===== src/v210_pkg.sv =====
// Shared types, constants and helpers for the v210 4:2:2 packer.
package v210_pkg;

	localparam int SAMPLE_W  = 10;
	localparam int WORD_W    = 32;
	localparam int STRIDE_W  = 16;
	localparam int PARTIAL_W = 20;
	localparam int MAX_PAD   = 32;
	localparam int PAD_W     = $clog2(MAX_PAD + 1);
	localparam int NDATA     = 3;
	localparam int NDATA_W   = $clog2(NDATA + 1);

	localparam logic [SAMPLE_W-1:0] SAMPLE_LO = SAMPLE_W'(4);
	localparam logic [SAMPLE_W-1:0] SAMPLE_HI = SAMPLE_W'(1019);

	localparam logic [STRIDE_W-1:0] WIL_MAX = {STRIDE_W{1'b1}};

	typedef logic [SAMPLE_W-1:0]  sample_t;
	typedef logic [WORD_W-1:0]    word_t;
	typedef logic [PARTIAL_W-1:0] partial_t;
	typedef logic [STRIDE_W-1:0]  stride_t;
	typedef logic [PAD_W-1:0]     pad_t;
	typedef logic [NDATA_W-1:0]   ndata_t;

	// position of the next pair inside the three-pair group
	typedef enum logic [1:0] {
		PH_START  = 2'd0,
		PH_ONE    = 2'd1,
		PH_TWO    = 2'd2,
		PH_UNUSED = 2'd3
	} phase_t;

	function automatic sample_t clip_sample(input sample_t s);
		sample_t r;
		if (s < SAMPLE_LO) begin
			r = SAMPLE_LO;
		end else if (s > SAMPLE_HI) begin
			r = SAMPLE_HI;
		end else begin
			r = s;
		end
		return r;
	endfunction

	function automatic word_t pack3(input sample_t a, input sample_t b, input sample_t c);
		return {2'b00, c, b, a};
	endfunction

endpackage


===== src/v210_pair_if.sv =====
// Stream interfaces: pixel pairs in, packed words out.
interface v210_pair_if;
	import v210_pkg::*;

	logic    valid;
	logic    ready;
	sample_t cb;
	sample_t y_first;
	sample_t cr;
	sample_t y_second;
	logic    end_of_line;

	modport source (output valid, cb, y_first, cr, y_second, end_of_line, input ready);
	modport sink   (input valid, cb, y_first, cr, y_second, end_of_line, output ready);
endinterface

interface v210_word_if;
	import v210_pkg::*;

	logic  valid;
	logic  ready;
	word_t word;
	logic  line_end;
	logic  last_of_run;

	modport source (output valid, word, line_end, last_of_run, input ready);
	modport sink   (input valid, word, line_end, last_of_run, output ready);
endinterface


===== src/v210_ycbcr422_packer.sv =====
// v210 packer: one 4:2:2 pair per request in, one 32-bit word per cycle out unless stalled.
// The first word of a request is registered in the item stage, then in the output stage.
// Throughput: one word per cycle unless stalled; a pair holds the item stage
// for 1 or 2 data words plus up to MAX_PAD padding words at end of line.
// A new pair is taken in the cycle the previous pair's last word moves to the output.
// Reset (arst_n low): phase, partial word, word count and stride go to zero, no words held.
module v210_ycbcr422_packer (
	input  logic                     clk,
	input  logic                     arst_n,
	input  logic                     cfg_we,
	input  logic [v210_pkg::STRIDE_W-1:0] cfg_wdata,
	v210_pair_if.sink                pairs,
	v210_word_if.source              words
);
	import v210_pkg::*;

	stride_t  stride_q;
	phase_t   phase_q;
	partial_t partial_q;
	stride_t  wil_q;

	// item stage
	logic   valid_s1;
	word_t  w_s1 [NDATA];
	ndata_t nwd_s1;
	logic [NDATA_W-1:0] idx_s1;
	pad_t   pad_s1;
	logic   eol_s1;

	// output stage
	logic  valid_s2;
	word_t word_s2;
	logic  line_end_s2;
	logic  last_s2;

	sample_t  cb_c, y0_c, cr_c, y1_c;
	word_t    nw [NDATA];
	ndata_t   nwd;
	phase_t   phase_n;
	partial_t partial_n;
	logic [STRIDE_W:0] wil_sum;
	stride_t  wil_after;
	stride_t  pad_diff;
	pad_t     pad_n;
	logic     take;
	logic     data_phase;
	logic     cur_last;
	logic     emit_go;

	assign cb_c = clip_sample(pairs.cb);
	assign y0_c = clip_sample(pairs.y_first);
	assign cr_c = clip_sample(pairs.cr);
	assign y1_c = clip_sample(pairs.y_second);

	always_comb begin
		nw[0]     = '0;
		nw[1]     = '0;
		nw[2]     = '0;
		nwd       = ndata_t'(1);
		phase_n   = PH_START;
		partial_n = '0;
		unique case (phase_q)
			PH_ONE: begin
				nw[0]     = {2'b00, y0_c, cb_c, partial_q[SAMPLE_W-1:0]};
				partial_n = {y1_c, cr_c};
				phase_n   = PH_TWO;
			end
			PH_TWO: begin
				nw[0]     = {2'b00, cb_c, partial_q};
				nw[1]     = pack3(y0_c, cr_c, y1_c);
				nwd       = ndata_t'(2);
				phase_n   = PH_START;
			end
			PH_START, PH_UNUSED: begin
				nw[0]     = pack3(cb_c, y0_c, cr_c);
				partial_n = PARTIAL_W'(y1_c);
				phase_n   = PH_ONE;
			end
			default: begin
			end
		endcase
		// flush of a partial word at end of line
		if (pairs.end_of_line && phase_n != PH_START) begin
			nw[nwd[1:0]] = {{(WORD_W - PARTIAL_W){1'b0}}, partial_n};
			nwd          = nwd + ndata_t'(1);
		end
	end

	// saturating word count after this pair's data words
	assign wil_sum   = {1'b0, wil_q} + (STRIDE_W + 1)'(nwd);
	assign wil_after = wil_sum[STRIDE_W] ? WIL_MAX : wil_sum[STRIDE_W-1:0];
	assign pad_diff  = stride_q - wil_after;

	always_comb begin
		if (!pairs.end_of_line || stride_q <= wil_after) begin
			pad_n = '0;
		end else if (pad_diff > STRIDE_W'(MAX_PAD)) begin
			pad_n = PAD_W'(MAX_PAD);
		end else begin
			pad_n = pad_diff[PAD_W-1:0];
		end
	end

	// word sequencing out of the item stage
	assign data_phase = (ndata_t'(idx_s1) < nwd_s1);
	assign cur_last   = data_phase ? (ndata_t'(idx_s1) == nwd_s1 - ndata_t'(1) && pad_s1 == '0)
	                               : (pad_s1 == pad_t'(1));
	assign emit_go    = valid_s1 && (!valid_s2 || words.ready);
	assign take       = pairs.valid && pairs.ready;

	assign pairs.ready = !valid_s1 || (emit_go && cur_last);

	always_ff @(posedge clk or negedge arst_n) begin
		if (!arst_n) begin
			stride_q <= '0;
		end else if (cfg_we) begin
			stride_q <= cfg_wdata;
		end
	end

	always_ff @(posedge clk or negedge arst_n) begin
		if (!arst_n) begin
			phase_q   <= PH_START;
			partial_q <= '0;
			wil_q     <= '0;
		end else if (take) begin
			if (pairs.end_of_line) begin
				phase_q   <= PH_START;
				partial_q <= '0;
				wil_q     <= '0;
			end else begin
				phase_q   <= phase_n;
				partial_q <= partial_n;
				wil_q     <= wil_after;
			end
		end
	end

	always_ff @(posedge clk or negedge arst_n) begin
		if (!arst_n) begin
			valid_s1 <= 1'b0;
			idx_s1   <= '0;
			pad_s1   <= '0;
		end else if (take) begin
			valid_s1 <= 1'b1;
			idx_s1   <= '0;
			pad_s1   <= pad_n;
		end else if (emit_go) begin
			if (cur_last) begin
				valid_s1 <= 1'b0;
			end else if (data_phase) begin
				idx_s1 <= idx_s1 + (NDATA_W)'(1);
			end else begin
				pad_s1 <= pad_s1 - pad_t'(1);
			end
		end
	end

	always_ff @(posedge clk) begin
		if (take) begin
			w_s1[0] <= nw[0];
			w_s1[1] <= nw[1];
			w_s1[2] <= nw[2];
			nwd_s1  <= nwd;
			eol_s1  <= pairs.end_of_line;
		end
	end

	always_ff @(posedge clk or negedge arst_n) begin
		if (!arst_n) begin
			valid_s2 <= 1'b0;
		end else if (emit_go) begin
			valid_s2 <= 1'b1;
		end else if (words.ready) begin
			valid_s2 <= 1'b0;
		end
	end

	always_ff @(posedge clk) begin
		if (emit_go) begin
			word_s2     <= data_phase ? w_s1[idx_s1[1:0]] : '0;
			line_end_s2 <= eol_s1 && cur_last;
			last_s2     <= cur_last;
		end
	end

	assign words.valid       = valid_s2;
	assign words.word        = word_s2;
	assign words.line_end    = line_end_s2;
	assign words.last_of_run = last_s2;

endmodule

===== src/flat_wrapper.sv =====
// flat-port wrapper written by rule: the top's interface ports become plain ports
module v210_ycbcr422_packer_flat import v210_pkg::*;
  (clk, arst_n, cfg_we, cfg_wdata, pairs_valid, pairs_cb, pairs_y_first, pairs_cr, pairs_y_second, pairs_end_of_line, pairs_ready, words_valid, words_word, words_line_end, words_last_of_run, words_ready);
  v210_pair_if pairs_i ();
  v210_word_if words_i ();
  input  logic clk;
  input  logic arst_n;
  input  logic cfg_we;
  input  logic [v210_pkg::STRIDE_W-1:0] cfg_wdata;
  input wire logic [$bits(pairs_i.valid)-1:0] pairs_valid;
  input wire logic [$bits(pairs_i.cb)-1:0] pairs_cb;
  input wire logic [$bits(pairs_i.y_first)-1:0] pairs_y_first;
  input wire logic [$bits(pairs_i.cr)-1:0] pairs_cr;
  input wire logic [$bits(pairs_i.y_second)-1:0] pairs_y_second;
  input wire logic [$bits(pairs_i.end_of_line)-1:0] pairs_end_of_line;
  output wire logic [$bits(pairs_i.ready)-1:0] pairs_ready;
  output wire logic [$bits(words_i.valid)-1:0] words_valid;
  output wire logic [$bits(words_i.word)-1:0] words_word;
  output wire logic [$bits(words_i.line_end)-1:0] words_line_end;
  output wire logic [$bits(words_i.last_of_run)-1:0] words_last_of_run;
  input wire logic [$bits(words_i.ready)-1:0] words_ready;
  assign pairs_i.valid = pairs_valid;
  assign pairs_i.cb = pairs_cb;
  assign pairs_i.y_first = pairs_y_first;
  assign pairs_i.cr = pairs_cr;
  assign pairs_i.y_second = pairs_y_second;
  assign pairs_i.end_of_line = pairs_end_of_line;
  assign pairs_ready = pairs_i.ready;
  assign words_valid = words_i.valid;
  assign words_word = words_i.word;
  assign words_line_end = words_i.line_end;
  assign words_last_of_run = words_i.last_of_run;
  assign words_i.ready = words_ready;
  v210_ycbcr422_packer u_core (.clk(clk), .arst_n(arst_n), .cfg_we(cfg_we), .cfg_wdata(cfg_wdata), .pairs(pairs_i), .words(words_i));
endmodule

===== config.mk =====
export PLATFORM = sky130hd
export DESIGN_NAME = v210_ycbcr422_packer_flat
export DESIGN_NICKNAME = d
export VERILOG_FILES = /design/src/v210_pkg.sv /design/src/v210_pair_if.sv /design/src/v210_ycbcr422_packer.sv /design/src/flat_wrapper.sv
export SDC_FILE = /design/constraint.sdc
export NUM_CORES = 1
export LEC_CHECK = 0
export ABC_CLOCK_PERIOD_IN_PS = 8980
export BUFFER_PORTS_ARGS = -buffer_cell sky130_fd_sc_hd__buf_4
export CORE_MARGIN = 3
export CORE_UTILIZATION = 50
export CTS_CLUSTER_SIZE = 12
export DETAILED_ROUTE_END_ITERATION = 6
export PLACE_DENSITY_LB_ADDON = 0.2
export SYNTH_ARGS = -nofsm -noshare
export SYNTH_HDL_FRONTEND = slang
export SYNTH_SLANG_ARGS = --single-unit

===== constraint.sdc =====
create_clock -name clk -period 8.98 [get_ports clk]
set_clock_uncertainty 0.05 [all_clocks]
set_input_delay 1.347 -clock clk [delete_from_list [all_inputs] [get_ports clk]]
set_output_delay 1.347 -clock clk [all_outputs]
set_load 0.01 [all_outputs]

# ---- Yosys cells after proc, flatten, opt, wreduce, memory -nomap -nowiden
# Memory sizes are Yosys's and may differ from the RTL's. A register that Yosys moved wholly into a read port is not among the register bits.
# Cells that the tools add are included.
dict set report word_totals {
  regBits 69
  mem_bits_rw 96
  inputBits 62
  out_inout_bits 36
  wordCells 105
  n_memories 1
}
# memory words width rd rd_clocked_by_memory_dff write_ports line
set memory_table {}
lappend memory_table {u_core.w_s1 3 32 1 1 3 v210_ycbcr422_packer.sv:24} ;# word_t w_s1 [NDATA];
dict set report op_classes {
  add_sub_neg 6
  magnitude_cmp 13
  eq_ne 7
  mux 40
  bitwise 1
  n_reduce_logical 25
}
# cell n
set ops {}
lappend ops {{96-bit bitwise mux} 1}
lappend ops {{96-bit two-way mux} 1}
lappend ops {{32-bit one-hot mux with 3 select lines} 1}
lappend ops {{10-bit two-way mux} 8}
lappend ops {{32-bit demux with 2-bit select} 1}
lappend ops {{10-bit > comparator, second input constant} 4}
lappend ops {{10-bit by 3-bit < comparator with 1-bit output, second input constant} 4}
lappend ops {{20-bit one-hot mux with 2 select lines} 1}
lappend ops {{6-bit two-way mux} 6}
lappend ops {{16-bit two-way mux} 2}
lappend ops {{32-bit two-way mux} 1}
lappend ops {{30-bit two-way mux} 1}
lappend ops {{20-bit two-way mux} 1}
lappend ops {{16-bit by 2-bit adder with 17-bit output} 1}
lappend ops {{16-bit by 6-bit > comparator with 1-bit output, second input constant} 1}
lappend ops {{16-bit less-or-equal comparator} 1}
lappend ops {{16-bit subtractor} 1}
lappend ops {{2-bit two-way mux} 7}
lappend ops {{2-bit nonzero test} 5}
lappend ops {{1-bit two-way mux} 8}
lappend ops {{1-bit logical AND} 7}
lappend ops {{6-bit by 1-bit == test with 1-bit output, second input constant} 1}
lappend ops {{6-bit zero test} 1}
lappend ops {{2-bit one-hot mux with 3 select lines} 1}
lappend ops {{other kinds (17)} 26}

# ---- Depth between registers and ports, before layout
dict set report logic_depth {
  ltp_word 13
  depth_mapped 26
  ltp_nobuf 24
}

# ---- Worst setup path after synthesis
# No wires, ideal clock.
dict set report synth_path {
  path_type {in2reg}
  from {in pairs_end_of_line}
  to {reg u_core.pad_s1[4]}
  setup_time_ns 0.106
  arrival_ns 5.760
  required_ns 8.824
  slack_ns 3.064
  cell_stages 22
  path_buffers 3
  cell_sequence {clkbuf_1 -> nand2b_1 -> inv_1 -> ha_1 -> inv_1 -> ha_1 -> fa_1 -> nand2_1 -> nor2_1 -> and2_1 -> buf_2 -> nand4_1 -> or2_2 -> buf_2 -> and2_1 -> ha_1 -> a21oi_1 -> a21oi_2 -> or4_4 -> a2111oi_4 -> nand4_2 -> o32ai_2}
}
dict set report synth_via {
  elab_chain_len 9
  word_cells_on_any_way 12
  cone_classes {2 x add/sub; 2 x order compare; 5 x mux; 3 x reduce/logical}
}
# item line
set synth_rtl {}
lappend synth_rtl {{start, declared} flat_wrapper.sv:15} ;# input wire logic [$bits(pairs_i.end_of_line)-1:0] pairs_end_of_line;
lappend synth_rtl {{1-bit logical AND *} v210_ycbcr422_packer.sv:83} ;# if (pairs.end_of_line && phase_n != PH_START) begin
lappend synth_rtl {{2-bit two-way mux *} v210_ycbcr422_packer.sv:83}
lappend synth_rtl {{via u_core.nwd[0]} v210_ycbcr422_packer.sv:38} ;# ndata_t nwd;
lappend synth_rtl {{16-bit by 2-bit adder with 17-bit output *} v210_ycbcr422_packer.sv:90} ;# assign wil_sum = {1'b0, wil_q} + (STRIDE_W + 1)'(nwd);
lappend synth_rtl {{16-bit two-way mux *} v210_ycbcr422_packer.sv:91} ;# assign wil_after = wil_sum[STRIDE_W] ? WIL_MAX : wil_sum[STRIDE_W-1:0];
lappend synth_rtl {{16-bit subtractor} v210_ycbcr422_packer.sv:92} ;# assign pad_diff = stride_q - wil_after;
lappend synth_rtl {{16-bit by 6-bit > comparator with 1-bit output} v210_ycbcr422_packer.sv:97} ;# end else if (pad_diff > STRIDE_W'(MAX_PAD)) begin
lappend synth_rtl {{6-bit two-way mux} v210_ycbcr422_packer.sv:97}
lappend synth_rtl {{6-bit two-way mux *} v210_ycbcr422_packer.sv:95} ;# if (!pairs.end_of_line || stride_q <= wil_after) begin
lappend synth_rtl {{6-bit two-way mux *} v210_ycbcr422_packer.sv:144} ;# end else if (take) begin
lappend synth_rtl {{end signal, assigned} v210_ycbcr422_packer.sv:147} ;# pad_s1 <= pad_n;
lappend synth_rtl {{end signal, assigned} v210_ycbcr422_packer.sv:154} ;# pad_s1 <= pad_s1 - pad_t'(1);
lappend synth_rtl {{end, declared} v210_ycbcr422_packer.sv:27} ;# pad_t pad_s1;
# Mark *: on every way through the listed nets, which the timed path passes. The rest lies on a longest branch.
# A chain may end at the register's enable or synchronous reset.

# ---- Worst setup path after layout
# Same ends and word-level chain as after synthesis.

==> impl_results.rst <==
.. list-table::
   :header-rows: 1

   * - Metric
     - Value
   * - Final layout net count
     - 1080
   * - Ranking of synthesized cells by instance count
     - 115 x sky130_fd_sc_hd__edfxtp_1, 107 x sky130_fd_sc_hd__nand2_1, 87 x sky130_fd_sc_hd__nor2_1
   * - Mapped cell area
     - 9710 um^2
   * - Detailed-route wire length
     - 24400 um
   * - Gp weighted congestion
     - 0.924
   * - Worst Path Max Fanout
     - 36
   * - Hold buffer count at cts
     - 0
   * - Post-synth EDFFs
     - 115
   * - Clock root buffer
     - sky130_fd_sc_hd__clkbuf_16
   * - Quantity of gates resized following cts
     - 0
   * - YS warnings
     - 0
   * - Share of the yosys chip area belonging to registers
     - 52.1%
   * - Share of layout cells above drive strength 1
     - 17.0%
   * - Combinational fraction of design power
     - 38.4%
   * - Overall die width
     - 145 um
   * - Data required time of the worst path
     - 9280 ps
   * - Post-layout minimum cycle time
     - 6650 ps
   * - Proportion of total power due to net switching
     - 37.8%
   * - Post-synthesis async set-or-reset flop share
     - 35.8%
   * - Number of DRC violations after detailed-routing iteration 0
     - 692
   * - Final count of negative-setup-slack endpoints
     - 0
   * - Worst-margin pin slew
     - 1090 ps
   * - Buffer count from post-CTS setup fixing
     - 0
   * - Total via count after detailed routing
     - 7530
   * - Hold WC Path Type
     - flop to flop
   * - Kind of start point of the critical path
     - primary input
   * - RSZ-0062 raised after global routing
     - false
   * - Starting utilization of the core area
     - 51.4%
   * - FILL cells
     - 1642
   * - Result of the run
     - finished, final reports clean
   * - Peak clock frequency supported by timing
     - 150 MHz
   * - Count of nets left with antenna violations after detail routing
     - 0
   * - HPWL after detailed placement
     - 17000 um
   * - Most numerous cell in the Yosys netlist
     - sky130_fd_sc_hd__edfxtp_1
   * - Kind of capture point of the worst setup path
     - flop
   * - Overall die area
     - 21100 um^2
   * - Leading post-synthesis cells by cell area
     - sky130_fd_sc_hd__edfxtp_1 36%, sky130_fd_sc_hd__dfrtp_1 16%, sky130_fd_sc_hd__nand2_1 4.1%
   * - Sequential cell area in the final layout
     - 5060 um^2
   * - Area added between synthesis and finish
     - 14.7%
   * - Synthesized flop and latch total
     - 179
   * - Arrival @ worst endpoint
     - 6960 ps
   * - Clock transition at path regs
     - 70 ps
   * - Total overflow reported by the global router
     - 0
   * - Number of top-level pins
     - 98
   * - Core Area
     - 18900 um^2
   * - Per-cell routed wire length
     - 19.3 um
   * - Floorplan row count
     - 50
   * - Antenna violations before repair
     - 0
   * - Clock tree from TritonCTS
     - built
   * - Slew Viols, Final
     - 0
   * - Design internal power
     - 1.98 mW
   * - Worst setup path category
     - primary input to flop
   * - Number of DRC violations after detailed routing
     - 0
   * - Ys flop type
     - sky130_fd_sc_hd__edfxtp_1
   * - Library cell with the largest summed area after synthesis
     - sky130_fd_sc_hd__edfxtp_1
   * - Syn Area/Cell
     - 10.4 um^2
   * - Die Ht
     - 145 um
   * - Multi-input gate area in the final layout
     - 4300 um^2
   * - Number of failing hold endpoints at the final stage
     - 0
   * - H-Tree Level Count
     - 4
   * - Wire length of the first global-routing pass
     - 38900 um
   * - Total Routing Usage GR
     - 23.1%
   * - Leakage power summed over all cells
     - 4.38 nW
   * - Inserted Diodes
     - 0
   * - Setup TNS
     - 0 ps
   * - Number of buffers between clock root and the deepest sink
     - 2
   * - Largest net degree at the start of global routing
     - 69
   * - Via count of the first global-routing pass
     - 7191
   * - Power share of the sequential group
     - 37.5%
   * - Number of violations of the max-capacitance limit
     - 0
   * - Power Dens Cells
     - 285 nW/um^2
   * - Via density
     - 5.97
   * - Post-route fraction of the period consumed by the critical path
     - 74.1%
   * - Final Total Pwr
     - 3.18 mW
   * - Inserted Clock Buffers
     - 17
   * - Insertion delay of the later-clocked pin in the worst-skew pair
     - 440 ps
   * - Number of different library cells in the post-synthesis netlist
     - 70
   * - Slew margin rel.
     - 27.6%
   * - # port buffers
     - 95
   * - Synthesized netlist cell count
     - 930
   * - Max IR drop VDD
     - 0.157 mV
   * - Length of the first detailed-routing pass in iterations
     - 7
   * - CTS sink cnt
     - 179
   * - Power dissipated by switching net loads
     - 1.20 mW
   * - Fraction of power consumed by the clock network
     - 24.1%
   * - Top-area cell type share of the netlist area
     - 35.6%
==> registers in the layout (all words and copies together) (netlist names), 2 cells and up <==
signal / count
u_core.phase_q: 2
u_core.idx_s1: 2
u_core.wil_q: 16
u_core.words.word: 30
u_core.w_s1: 80
u_core.pad_s1: 6
u_core.stride_q: 16
u_core.partial_q: 20
u_core.nwd_s1: 2
==> cell type report <==
type	count	area share [%]
Clock inverter	15	1.54
Inverter	24	0.831
Tap cell	260	2.92
Clock buffer	17	3.82
Multi-Input combinational cell	665	38.6
Timing Repair Buffer	102	6.87
Sequential cell	179	45.4
==> metal layers <==
metal	GRT usage (%)	share of wire [%]
met3	4.24	6.0
met4	9.54	3.2
met1	33.1	45
met2	35.1	46
met5	0	0
==> stage by stage <==
stage          cell area (um^2)  hold slack, ps  instances  setup slack [ps]  utilization, %
5_1_grt                   11100             450       1262              1850            59.0
4_1_cts                   11100             427       1262              2370            59.0
2_1_floorplan              9710             389        931              3060               -
6_report                  11100             424       1262              2330            59.0
3_5_place_dp              10500             411       1230              1930            55.8
3_3_place_gp              10500             400       1230              2140            55.8
==> critical path: stages <==
cell and delay, ps:
sky130_fd_sc_hd__buf_4 350, sky130_fd_sc_hd__nand2b_1 160, sky130_fd_sc_hd__inv_1 100, sky130_fd_sc_hd__ha_1 230, sky130_fd_sc_hd__inv_1 70, sky130_fd_sc_hd__ha_1 180, sky130_fd_sc_hd__fa_1 240, sky130_fd_sc_hd__nand2_1 110
sky130_fd_sc_hd__nor2_1 190, sky130_fd_sc_hd__and2_1 270, sky130_fd_sc_hd__nand4_1 260, sky130_fd_sc_hd__nor2_1 850, sky130_fd_sc_hd__nor2_1 130, sky130_fd_sc_hd__inv_1 90, sky130_fd_sc_hd__ha_1 190, sky130_fd_sc_hd__fa_1 270
sky130_fd_sc_hd__nor2b_4 70, sky130_fd_sc_hd__o31ai_4 270, sky130_fd_sc_hd__a21oi_2 110, sky130_fd_sc_hd__or4_4 540, sky130_fd_sc_hd__a2111oi_4 430, sky130_fd_sc_hd__nand4_2 170, sky130_fd_sc_hd__o32ai_2 280
==> worst paths after layout <==
check / startpoint / endpoint / slack (ps) / cells past startpoint
min in group asynchronous: arst_n / u_core.stride_q[8] / 960 / 1
worst max register to register: u_core.phase_q[0] / u_core.pad_s1[4] / 2560 / 24
worst max-delay path: pairs_end_of_line / u_core.pad_s1[4] / 2330 / 23
worst min register to register: u_core.partial_q[17] / u_core.partial_q[17] / 420 / 2
max in group asynchronous: arst_n / u_core.idx_s1[0] / 7320 / 1
worst min-delay path: u_core.partial_q[17] / u_core.partial_q[17] / 420 / 2
==> power by group through the flow <==
| stage | clock, mW | sequential (mW) | combinational [mW] |
|---|---|---|---|
| detailed placement | 0 | 1.21 | 1.21 |
| floorplan | 0 | 1.18 | 0.866 |
| CTS | 0.775 | 1.19 | 1.21 |
| global route | 0.810 | 1.21 | 1.35 |
| global placement | 0 | 1.20 | 1.20 |
| finish | 0.767 | 1.19 | 1.22 |
==> cell families after synthesis <==
logic type | Yosys count | synth area share, %
muxes | 48 | 5.13
AOI/OAI and AO/OA | 242 | 17.4
other | 1 | 0.0386
buffers and inverters | 87 | 3.67
adders and majority gates | 29 | 3.89
xor gates and xnor gates | 22 | 2.14
DFF | 179 | 52.1
and+or+nand+nor | 322 | 15.7
==> placed cells by master, fill, tap and decap left out, types with 14 or more instances in the layout <==
cell type and count:
sky130_fd_sc_hd__mux2_2 14, sky130_fd_sc_hd__and2_1 14, sky130_fd_sc_hd__nor3_1 18, sky130_fd_sc_hd__o31ai_1 19
sky130_fd_sc_hd__buf_4 102, sky130_fd_sc_hd__dfrtp_1 63, sky130_fd_sc_hd__nand3_1 22, sky130_fd_sc_hd__a21oi_1 51
sky130_fd_sc_hd__o21ai_0 48, sky130_fd_sc_hd__edfxtp_1 115, sky130_fd_sc_hd__ha_1 27, sky130_fd_sc_hd__nand2_1 106
sky130_fd_sc_hd__inv_1 23, sky130_fd_sc_hd__a22o_1 18, sky130_fd_sc_hd__mux2i_1 34, sky130_fd_sc_hd__nor2_1 87
sky130_fd_sc_hd__nand4_1 14, sky130_fd_sc_hd__clkbuf_16 17, sky130_fd_sc_hd__a22oi_1 26
Note: power is estimated with default switching activity, not from simulation.
